**src/b64e_pkg.sv**
```systemverilog
// Shared types, character constants and the symbol-to-character function of the Base64 encoder.
package b64e_pkg;

	localparam int unsigned CHAR_W = 7;
	localparam int unsigned SYM_W = 6;
	localparam int unsigned MAX_CHARS = 4;
	localparam int unsigned CNT_W = 3;

	localparam logic [CHAR_W-1:0] CH_UPPER_A = 7'h41;
	localparam logic [CHAR_W-1:0] CH_LOWER_A = 7'h61;
	localparam logic [CHAR_W-1:0] CH_DIGIT_0 = 7'h30;
	localparam logic [CHAR_W-1:0] CH_PLUS = 7'h2B;
	localparam logic [CHAR_W-1:0] CH_SLASH = 7'h2F;
	localparam logic [CHAR_W-1:0] CH_EQUALS = 7'h3D;
	localparam logic [CHAR_W-1:0] CH_STAR = 7'h2A;
	localparam logic [CHAR_W-1:0] CH_DASH = 7'h2D;
	localparam logic [CHAR_W-1:0] CH_UNDERSCORE = 7'h5F;

	localparam logic [1:0] PHASE_FIRST = 2'd0;
	localparam logic [1:0] PHASE_SECOND = 2'd1;
	localparam logic [1:0] PHASE_THIRD = 2'd2;

	typedef logic [CHAR_W-1:0] char_t;

	typedef struct packed {
		char_t [MAX_CHARS-1:0] chars;
		logic [CNT_W-1:0]      count;
		logic                  last;
	} group_out_t;

	function automatic char_t sym_to_char(input logic [SYM_W-1:0] sym, input logic variant);
		char_t ch;
		ch = '0;
		priority if (sym < 6'd26) begin
			ch = CH_UPPER_A + {1'b0, sym};
		end else if (sym < 6'd52) begin
			ch = CH_LOWER_A + {1'b0, sym - 6'd26};
		end else if (sym < 6'd62) begin
			ch = CH_DIGIT_0 + {1'b0, sym - 6'd52};
		end else if (sym == 6'd62) begin
			ch = variant ? CH_STAR : CH_PLUS;
		end else begin
			ch = variant ? CH_DASH : CH_SLASH;
		end
		return ch;
	endfunction

	function automatic char_t pad_char(input logic variant);
		return variant ? CH_UNDERSCORE : CH_EQUALS;
	endfunction

endpackage

```
**src/base64_stream_encoder_top.sv**
```systemverilog
// Top level of the Base64 stream encoder: group state, character buffer and output register.
// A byte's characters pass through the character buffer and then the output register.
// The single output register gives one character per cycle while out_stall is low; a new byte
// is accepted only when the character buffer is empty or is popping its last character.
// Reset (arst_n low) clears the group position, leftover bits, buffer count, output valid and variant.
module base64_stream_encoder_top (
	input  logic        clk,
	input  logic        arst_n,
	input  logic        cfg_wr_en,
	input  logic        cfg_wr_data,
	input  logic        in_valid,
	output logic        in_stall,
	input  logic [7:0]  data_byte,
	input  logic        last_byte,
	output logic        out_valid,
	input  logic        out_stall,
	output logic [6:0]  out_char,
	output logic        last_char
);
	import b64e_pkg::*;

	logic                  variant_q;
	logic [1:0]            phase_q;
	logic [3:0]            carry_q;
	char_t [MAX_CHARS-1:0] buf_chars_s1;
	logic [CNT_W-1:0]      buf_cnt_q;
	logic                  buf_last_q;
	logic                  out_valid_q;
	char_t                 out_char_s2;
	logic                  out_last_s2;

	group_out_t            grp;
	logic [1:0]            next_phase;
	logic [3:0]            next_carry;
	logic                  pop;
	logic                  accept;

	b64e_split u_split (
		.data_byte  (data_byte),
		.last_byte  (last_byte),
		.phase      (phase_q),
		.carry      (carry_q),
		.variant    (variant_q),
		.result     (grp),
		.next_phase (next_phase),
		.next_carry (next_carry)
	);

	assign pop = (buf_cnt_q != '0) && (!out_valid_q || !out_stall);
	assign in_stall = !((buf_cnt_q == '0) || ((buf_cnt_q == CNT_W'(1)) && pop));
	assign accept = in_valid && !in_stall;

	always_ff @(posedge clk or negedge arst_n) begin
		if (!arst_n) begin
			variant_q <= 1'b0;
		end else if (cfg_wr_en) begin
			variant_q <= cfg_wr_data;
		end
	end

	always_ff @(posedge clk or negedge arst_n) begin
		if (!arst_n) begin
			phase_q <= PHASE_FIRST;
			carry_q <= '0;
		end else if (accept) begin
			phase_q <= next_phase;
			carry_q <= next_carry;
		end
	end

	always_ff @(posedge clk or negedge arst_n) begin
		if (!arst_n) begin
			buf_cnt_q <= '0;
		end else if (accept) begin
			buf_cnt_q <= grp.count;
		end else if (pop) begin
			buf_cnt_q <= buf_cnt_q - CNT_W'(1);
		end
	end

	always_ff @(posedge clk) begin
		if (accept) begin
			buf_chars_s1 <= grp.chars;
			buf_last_q <= grp.last;
		end else if (pop) begin
			buf_chars_s1 <= {CHAR_W'(0), buf_chars_s1[MAX_CHARS-1:1]};
		end
	end

	always_ff @(posedge clk or negedge arst_n) begin
		if (!arst_n) begin
			out_valid_q <= 1'b0;
		end else if (pop) begin
			out_valid_q <= 1'b1;
		end else if (!out_stall) begin
			out_valid_q <= 1'b0;
		end
	end

	always_ff @(posedge clk) begin
		if (pop) begin
			out_char_s2 <= buf_chars_s1[0];
			out_last_s2 <= buf_last_q && (buf_cnt_q == CNT_W'(1));
		end
	end

	assign out_valid = out_valid_q;
	assign out_char = out_char_s2;
	assign last_char = out_last_s2;

endmodule

```
**src/b64e_split.sv**
```systemverilog
// Splits one byte into Base64 characters from the group position and the leftover bits.
module b64e_split (
	input  logic [7:0]              data_byte,
	input  logic                    last_byte,
	input  logic [1:0]              phase,
	input  logic [3:0]              carry,
	input  logic                    variant,
	output b64e_pkg::group_out_t    result,
	output logic [1:0]              next_phase,
	output logic [3:0]              next_carry
);
	import b64e_pkg::*;

	always_comb begin
		result = '0;
		result.last = last_byte;
		next_phase = PHASE_FIRST;
		next_carry = '0;
		unique case (phase)
			PHASE_SECOND: begin
				result.chars[0] = sym_to_char({carry[1:0], data_byte[7:4]}, variant);
				result.count = 3'd1;
				next_carry = data_byte[3:0];
				next_phase = PHASE_THIRD;
				if (last_byte) begin
					result.chars[1] = sym_to_char({data_byte[3:0], 2'b00}, variant);
					result.chars[2] = pad_char(variant);
					result.count = 3'd3;
				end
			end
			PHASE_THIRD: begin
				result.chars[0] = sym_to_char({carry, data_byte[7:6]}, variant);
				result.chars[1] = sym_to_char(data_byte[5:0], variant);
				result.count = 3'd2;
			end
			default: begin
				result.chars[0] = sym_to_char(data_byte[7:2], variant);
				result.count = 3'd1;
				next_carry = {2'b00, data_byte[1:0]};
				next_phase = PHASE_SECOND;
				if (last_byte) begin
					result.chars[1] = sym_to_char({data_byte[1:0], 4'b0000}, variant);
					result.chars[2] = pad_char(variant);
					result.chars[3] = pad_char(variant);
					result.count = 3'd4;
				end
			end
		endcase
		if (last_byte) begin
			next_phase = PHASE_FIRST;
			next_carry = '0;
		end
	end

endmodule
```
**config.mk**
```make
export PLATFORM = sky130hd
export DESIGN_NAME = base64_stream_encoder_top
export DESIGN_NICKNAME = d
export VERILOG_FILES = /design/src/b64e_pkg.sv /design/src/base64_stream_encoder_top.sv /design/src/b64e_split.sv
export SDC_FILE = /design/constraint.sdc
export NUM_CORES = 1
export LEC_CHECK = 0
export BUFFER_PORTS_ARGS = -buffer_cell sky130_fd_sc_hd__buf_2
export CAP_MARGIN = 40
export CORE_MARGIN = 5
export CORE_UTILIZATION = 55
export DETAILED_ROUTE_END_ITERATION = 16
export PLACE_DENSITY_LB_ADDON = 0.08
export SLEW_MARGIN = 5
export SYNTH_ARGS = -nofsm -noshare
export SYNTH_HDL_FRONTEND = slang
export SYNTH_SLANG_ARGS = --single-unit
export TNS_END_PERCENT = 100
```
**constraint.sdc**
```tcl
create_clock -name clk -period 2.28 [get_ports clk]
set_input_delay 0.456 -clock clk [delete_from_list [all_inputs] [get_ports clk]]
set_output_delay 0.456 -clock clk [all_outputs]
set_load 0.01 [all_outputs]
```
==> metrics.log, run 1 <==
INFO  metric critical_path.startpoint = carry_q[0]
INFO  metric detailed_place.area = between 5000 and 6000 um^2
INFO  metric synth-seq-area-share = between 20 and 30%
INFO  metric drt-wirelength-per-cell = roughly 17 um
INFO  metric unrepaired_setup_endpoints_after_global_routing = true
INFO  metric cts_num_sinks = 40
INFO  metric slew_violations = 0
INFO  metric cts_buffers = 5
INFO  metric vias = slightly above 4,000
INFO  metric drive_gt1_share = between 30% and 40%
INFO  metric starting_density = 56.8%
INFO  metric route.antenna.remaining_nets = 0
INFO  metric synth_top_flop_cell = sky130_fd_sc_hd__edfxtp_1
INFO  metric grt_start_max_net_pins = 22
INFO  metric first_pass_iters = 5
INFO  metric final.fill_count = just under 600
INFO  metric num_io_pins = 25
INFO  metric postRouteWirelength = between 10 and 15 mm
INFO  metric required_time_worst_endpoint = 2.32 ns
INFO  metric via_per_inst = between 5 and 6
INFO  metric synth_seq_cells = 40
INFO  metric worstSkewPairLatency = approximately 0.30 ns
INFO  metric port-buffer-count = 24
INFO  metric worst_relative_slew_slack = between 60% and 70%
INFO  metric pre_cts_ws = -0.261 ns
INFO  metric synth_edf_count = 29
INFO  metric die_h = between 90 and 100 um
INFO  metric tightestPinTransition = between 0.5 and 0.6 ns
INFO  metric synthCells = just under 500
INFO  metric clock_tree_from_tritoncts = built
INFO  metric die_width = 96.8 um
INFO  metric achievable_clock_frequency = between 400 and 500 MHz
INFO  metric fin_crit = around 2.2 ns
INFO  metric critPathMaxFanout = 5
INFO  metric power.density_cell_area = about 840 nW/um^2
INFO  metric syn-cell-area = between 4000 and 5000 um^2
INFO  metric worst_setup_path_end_kind = flip-flop
INFO  metric post-dp-hpwl = around 9.5 mm
INFO  metric synth.net_count = 543
INFO  metric final.period_utilization = 98.5%
INFO  metric areaGrowthSynthToFinish = 29.9%
INFO  metric maxCapViolations = 0
INFO  metric synth_warnings = 0
INFO  metric floorplan.rows = 31
INFO  metric fin_setup_tns = 0 ns
INFO  metric setup_violations = 0
INFO  metric synth_async_sr_flop_share = 27.5%
INFO  metric hold_violations = 0
INFO  metric synth.distinct_cells = a little over 60
INFO  metric whs = ~0.023 ns
INFO  metric worst_slack = 0.0333 ns
INFO  metric clk_pin_slew_worst_paths = approximately 0.080 ns
INFO  metric finish.instance_area = around 5400 um^2
INFO  metric placeableCoreArea = between 7000 and 8000 um^2
INFO  metric grt_antenna_before_repair = 0
INFO  metric worst_ep_arrival_time = approximately 2.3 ns
INFO  metric most-common-layout-cells = sky130_fd_sc_hd__buf_4 (115), sky130_fd_sc_hd__nand2_1 (53), sky130_fd_sc_hd__ha_1 (39), sky130_fd_sc_hd__xnor2_1 (31), sky130_fd_sc_hd__a21oi_1 (31)
INFO  metric clock_path_buffers = 2
INFO  metric cts-htree-levels = 2
INFO  metric remaining_drcs = 0
INFO  metric gr-total-overflow = 0
INFO  metric mean_area_per_synthesized_cell = between 8 and 9 um^2
INFO  metric first_global_vias = roughly 4,000
INFO  metric cp-start-kind = flip-flop
INFO  metric grt_first_pass_wirelength = slightly below 20 mm
INFO  metric numPlacedInstances = 683
INFO  metric gp_congestion = 0.932
INFO  metric antenna_cells = 0
INFO  metric timing.clock.skew = just under 0.008 ns
INFO  metric layout.nets = ~660
INFO  metric hold_path.class = in2async
INFO  metric drt_first_iter_violations = 323
INFO  metric leakagePower = between 2 and 2.5 nW
INFO  metric clock_tree.root_cell = sky130_fd_sc_hd__clkbuf_8
INFO  metric peakVddDrop = around 0.00043 V
INFO  metric fp.dieArea = approximately 9400 um^2
INFO  metric grtUsageTotal = approximately a quarter
INFO  metric criticalPathCategory = reg2reg
INFO  metric mostFrequentLayoutCell = sky130_fd_sc_hd__buf_4
INFO  metric timing.rr.start = carry_q[0]
INFO  metric stdcell_count = between 600 and 700
INFO  metric cts-hold-fix-buffers = 0
INFO  metric run_status = finished clean
-- worst max-delay path: stages (launching register included) --
cell and delay (ns):
sky130_fd_sc_hd__dfrtp_1 0.43, sky130_fd_sc_hd__inv_2 0.12, sky130_fd_sc_hd__ha_1 0.19, sky130_fd_sc_hd__a21o_1 0.21
sky130_fd_sc_hd__buf_4 0.14, sky130_fd_sc_hd__nand4b_1 0.14, sky130_fd_sc_hd__a32oi_2 0.30, sky130_fd_sc_hd__nor2_1 0.06
sky130_fd_sc_hd__or3_1 0.39
-- power by group --
group	leakage [nW]	switching, W	internal (W)	total, W
Sequential	0.425	0.000179	0.00125	0.00143
Clock	0.0541	0.000265	0.000324	0.000589
Combinational	1.84	0.00142	0.00109	0.00251
-- path summary, 6_finish.rpt --
check / endpoint / slack [ns] / cells past startpoint
worst max-delay path: buf_chars_s1[6] / 0.03 / 8
worst min-delay path: variant_q / 0.02 / 1
worst max register to register: buf_chars_s1[6] / 0.03 / 8
worst min register to register: out_char[2] / 0.43 / 0
max in group asynchronous: carry_q[1] / 2.02 / 1
min in group clk: variant_q / 0.39 / 2
-- cells by family after synthesis --
group	share of synthesized area, %
flops	27.6
mux	0.966
simple gates	18.2
buf+inv	5.89
compound gates	22.7
xor+xnor	10.7
fa+ha+maj	13.9
-- layer usage --
metal  global-route usage [%]  vias to the layer above  part of all wire [%]
met1                     34.6                     1916                    44
met3                     4.39                       24                   7.6
met4                     6.16                        0                   1.6
li1                         -                     1980                     -
met5                        0                        -                     0
met2                     39.7                      175                    47
-- Yosys cell counts (5+ instances only) --
cell type,n,area [um^2]
sky130_fd_sc_hd__buf_2,9,45.0
sky130_fd_sc_hd__nand2b_1,8,50.1
sky130_fd_sc_hd__ha_1,46,576
sky130_fd_sc_hd__nor2_1,26,97.6
sky130_fd_sc_hd__nand3_1,12,60.1
sky130_fd_sc_hd__nor2b_1,12,75.1
sky130_fd_sc_hd__nor3_1,9,45.0
sky130_fd_sc_hd__o21ai_0,27,135
sky130_fd_sc_hd__nand3b_1,5,37.5
sky130_fd_sc_hd__nand2_1,54,203
sky130_fd_sc_hd__o31ai_1,7,52.6
sky130_fd_sc_hd__a31oi_1,6,37.5
sky130_fd_sc_hd__dfrtp_1,11,275
sky130_fd_sc_hd__xnor2_1,33,289
sky130_fd_sc_hd__clkbuf_1,14,52.6
sky130_fd_sc_hd__o211ai_1,10,75.1
sky130_fd_sc_hd__inv_1,22,82.6
sky130_fd_sc_hd__xor2_1,16,140
sky130_fd_sc_hd__a21oi_1,36,180
sky130_fd_sc_hd__edfxtp_1,29,871
sky130_fd_sc_hd__a211oi_1,9,67.6
sky130_fd_sc_hd__a221oi_1,5,43.8
-- flip-flops by register name (all words and copies together), names as in the netlist --
signal        cells
out_char          7
carry_q           4
buf_cnt_q         3
out_valid         1
last_char         1
variant_q         1
buf_last_q        1
buf_chars_s1     20
phase_q           2
-- metrics by stage --
stage | utilization [%] | power (W)
2_1_floorplan | - | 0.00288
3_3_place_gp | 70.3 | 0.00371
3_5_place_dp | 70.3 | 0.00378
4_1_cts | 72.1 | 0.00437
5_1_grt | 73.9 | 0.00484
6_report | 73.9 | 0.00454
-- what timing repair did --
| item | in CTS | in global routing |
|---|---|---|
| resized for setup | 7 | 25 |
| setup buffers | 0 | 6 |
| endpoints found under the setup margin | 5 | 10 |
| pin swaps | 2 | 7 |
-- area by class of cell --
| type | instances | area, um^2 | area share, % |
|---|---|---|---|
| multi-input combinational | 389 | 2930 | 54.4 |
| tap | 99 | 124 | 2.30 |
| timing repair buffer | 139 | 983 | 18.3 |
| clock inverter | 3 | 42.5 | 0.790 |
| sequential | 40 | 1150 | 21.3 |
| inverter | 22 | 88.8 | 1.65 |
| clock buffer | 5 | 68.8 | 1.28 |
(Power assumes the default switching activity.)
==> inputs of run 2 (changes only) <==
--- a/config.mk
+++ b/config.mk
@@ -10,6 +10,6 @@
 export CORE_MARGIN = 5
-export CORE_UTILIZATION = 55
+export CORE_UTILIZATION = 56
 export DETAILED_ROUTE_END_ITERATION = 16
 export PLACE_DENSITY_LB_ADDON = 0.08
-export SLEW_MARGIN = 5
+export SLEW_MARGIN = 20
 export SYNTH_ARGS = -nofsm -noshare
==> constraint.sdc (replaced) <==
create_clock -name clk -period 2.28 [get_ports clk]
set_input_delay 0.114 -clock clk [delete_from_list [all_inputs] [get_ports clk]]
set_output_delay 0.114 -clock clk [all_outputs]
set_load 0.01 [all_outputs]
==> metrics.log, run 2 (synthesis gave the netlist of run 1 again) <==
INFO  metric wl_met1 = 5.06 mm
INFO  metric required_time_worst_endpoint = 2.30 ns
INFO  metric hp_start = cfg_wr_en
INFO  metric r2r_setup_slack = around 0.024 ns
INFO  metric vias = 3,898
INFO  metric grt_start_max_net_pins = 21
INFO  metric flip_flop_count_of_the_largest_register_after_layout = 20
INFO  metric remaining_drcs = 0
INFO  metric leakagePower = between 2 and 2.5 nW
INFO  metric unrepaired_setup_endpoints_after_global_routing = true
INFO  metric grt_first_pass_wirelength = approximately 18 mm
INFO  metric timing.clock.skew = around 0.013 ns
INFO  metric clock_tree.root_cell = sky130_fd_sc_hd__clkbuf_8
INFO  metric detailroute.wirelength.met3 = between 700 and 800 um
INFO  metric largest-register = buf_chars_s1
INFO  metric placeableCoreArea = approximately 7200 um^2
INFO  metric gp_congestion = 0.955
INFO  metric grt_antenna_before_repair = 0
INFO  metric starting_density = 57.5%
INFO  metric library_cell_contributing_the_largest_single_delay_on_the_critical_path = sky130_fd_sc_hd__dfrtp_1
INFO  metric run_status = finished clean
INFO  metric drt-wirelength-per-cell = ~17 um
INFO  metric areaGrowthSynthToFinish = 18.1%
INFO  metric clock_path_buffers = 2
INFO  metric grtUsageTotal = 25.2%
INFO  metric endpoint_of_the_worst_hold_timing_path = variant_q
INFO  metric achievable_clock_frequency = ~440 MHz
INFO  metric whs_path_depth = 2
INFO  metric postRouteWirelength = 11.2 mm
INFO  metric worst_ep_arrival_time = roughly 2.3 ns
INFO  metric fp.dieArea = between 9000 and 10,000 um^2
INFO  metric cts_num_sinks = 40
INFO  metric numPlacedInstances = around 630
INFO  metric drt_first_iter_violations = 310
INFO  metric via_per_inst = 6.06
INFO  metric worstSkewPairLatency = roughly 0.3 ns
INFO  metric worst_setup_path_end_kind = flip-flop
INFO  metric floorplan.rows = 31
INFO  metric setup_violations = 0
INFO  metric num_io_pins = 25
INFO  metric peakVddDrop = ~0.00042 V
INFO  metric route.top_layer_used = met4
INFO  metric finish.instance_area = ~5000 um^2
INFO  metric cp-start-kind = flip-flop
INFO  metric die_width = slightly below 100 um
INFO  metric clk_pin_slew_worst_paths = around 0.090 ns
INFO  metric most-common-layout-cells = sky130_fd_sc_hd__buf_4 (58), sky130_fd_sc_hd__nand2_1 (53), sky130_fd_sc_hd__ha_1 (43), sky130_fd_sc_hd__a21oi_1 (34), sky130_fd_sc_hd__xnor2_1 (33)
INFO  metric hold_path.class = in2reg
INFO  metric worstReg2RegEnd = buf_chars_s1[5]
INFO  metric r2r.worst_path.cells = 8
INFO  metric critPathMaxFanout = 9
INFO  metric met2WireLength = about 5.2 mm
INFO  metric slew_violations = 0
INFO  metric whs = around 0.03 ns
INFO  metric hold_violations = 0
INFO  metric layout.nets = a little over 600
INFO  metric fin_crit = ~2.3 ns
INFO  metric route.antenna.remaining_nets = 0
INFO  metric power.density_cell_area = 869 nW/um^2
INFO  metric port-buffer-count = 24
INFO  metric cts-htree-levels = 2
INFO  metric clock_tree_from_tritoncts = built
INFO  metric post-dp-hpwl = around 8.7 mm
INFO  metric first_pass_iters = 7
INFO  metric fin_setup_tns = 0 ns
INFO  metric maxCapViolations = 0
INFO  metric first_global_vias = 3,657
INFO  metric antenna_cells = 0
INFO  metric stdcell_count = about 640
INFO  metric worst_relative_slew_slack = about 63%
INFO  metric final.period_utilization = ~100%
INFO  metric mostFrequentLayoutCell = sky130_fd_sc_hd__buf_4
INFO  metric design_power_total = between 0.004 and 0.005 W
INFO  metric tightestPinTransition = between 0.5 and 0.6 ns
INFO  metric drive_gt1_share = ~22%
INFO  metric gr-total-overflow = 0
INFO  metric timing.rr.start = carry_q[0]
INFO  metric criticalPathCategory = reg2reg
INFO  metric detailed_place.area = ~4700 um^2
INFO  metric cts_buffers = 5
INFO  metric crit_path_max_incr_delay = ~0.43 ns
INFO  metric die_h = approximately 96 um
INFO  metric crit_chain = buf_4, ha_1, nor2b_1, xnor2_1, nor4_1, o21ai_1, a211oi_2, a211oi_1
run 2: area by class of cell:
type                       count  area (um^2)
timing repair buffer          85          597
fill                         621         2320
tap                           99          124
clock inverter                 3         18.8
clock buffer                   5         68.8
sequential                    40         1150
multi-input combinational    389         2860
inverter                      22         82.6
run 2: power breakdown:
| group | leakage, nW | internal [W] | switching (W) | total (W) |
|---|---|---|---|---|
| sequential | 0.425 | 0.00125 | 0.000179 | 0.00143 |
| combinational | 1.59 | 0.000991 | 0.00137 | 0.00236 |
| clock | 0.0479 | 0.000213 | 0.000254 | 0.000468 |
run 2: worst max path at each step:
stage / cells after the start / endpoint / from / slack [ns]
3_3_place_gp: 8 / buf_chars_s1[3] / carry_q[1] / -0.003
4_1_cts: 8 / buf_chars_s1[4] / carry_q[0] / 0.006
6_report: 8 / buf_chars_s1[5] / carry_q[0] / 0.02
3_5_place_dp: 8 / buf_chars_s1[3] / carry_q[1] / 0.03
5_1_grt: 8 / buf_chars_s1[5] / carry_q[0] / -0.07
2_1_floorplan: 9 / buf_chars_s1[5] / carry_q[0] / 0.003
run 2: per-layer routing:
layer / global-route usage (%) / vias to the layer above
met5: 0 / -
met3: 2.50 / 18
li1: - / 1873
met4: 3.79 / 0
met1: 36.4 / 1835
met2: 41.5 / 172
run 2: critical path: cells and delay by family (launching register included):
kind / cells / cell delay, ns
xor+xnor: 1 / 0.16
fa+ha+maj: 1 / 0.24
simple gates: 2 / 0.48
flops: 1 / 0.43
buf+inv: 1 / 0.19
compound gates: 3 / 0.48
run 2: stage by stage:
stage	setup WS (ns)	utilization (%)
final	0.0240	67.8
after global routing	-0.0662	67.8
after CTS	0.00599	66.4
after detailed placement	0.0261	65.0
after global placement	-0.00253	65.0
after floorplan	0.00307	-
run 2: timing repair:
| action | CTS | global route |
|---|---|---|
| buffers inserted | 0 | 3 |
| pin swaps | 0 | 1 |
| endpoints found under the setup margin | 1 | 12 |
| hold buffers | 1 | 0 |
| resized for setup | 1 | 21 |
| endpoints found under the hold margin | 11 | 0 |
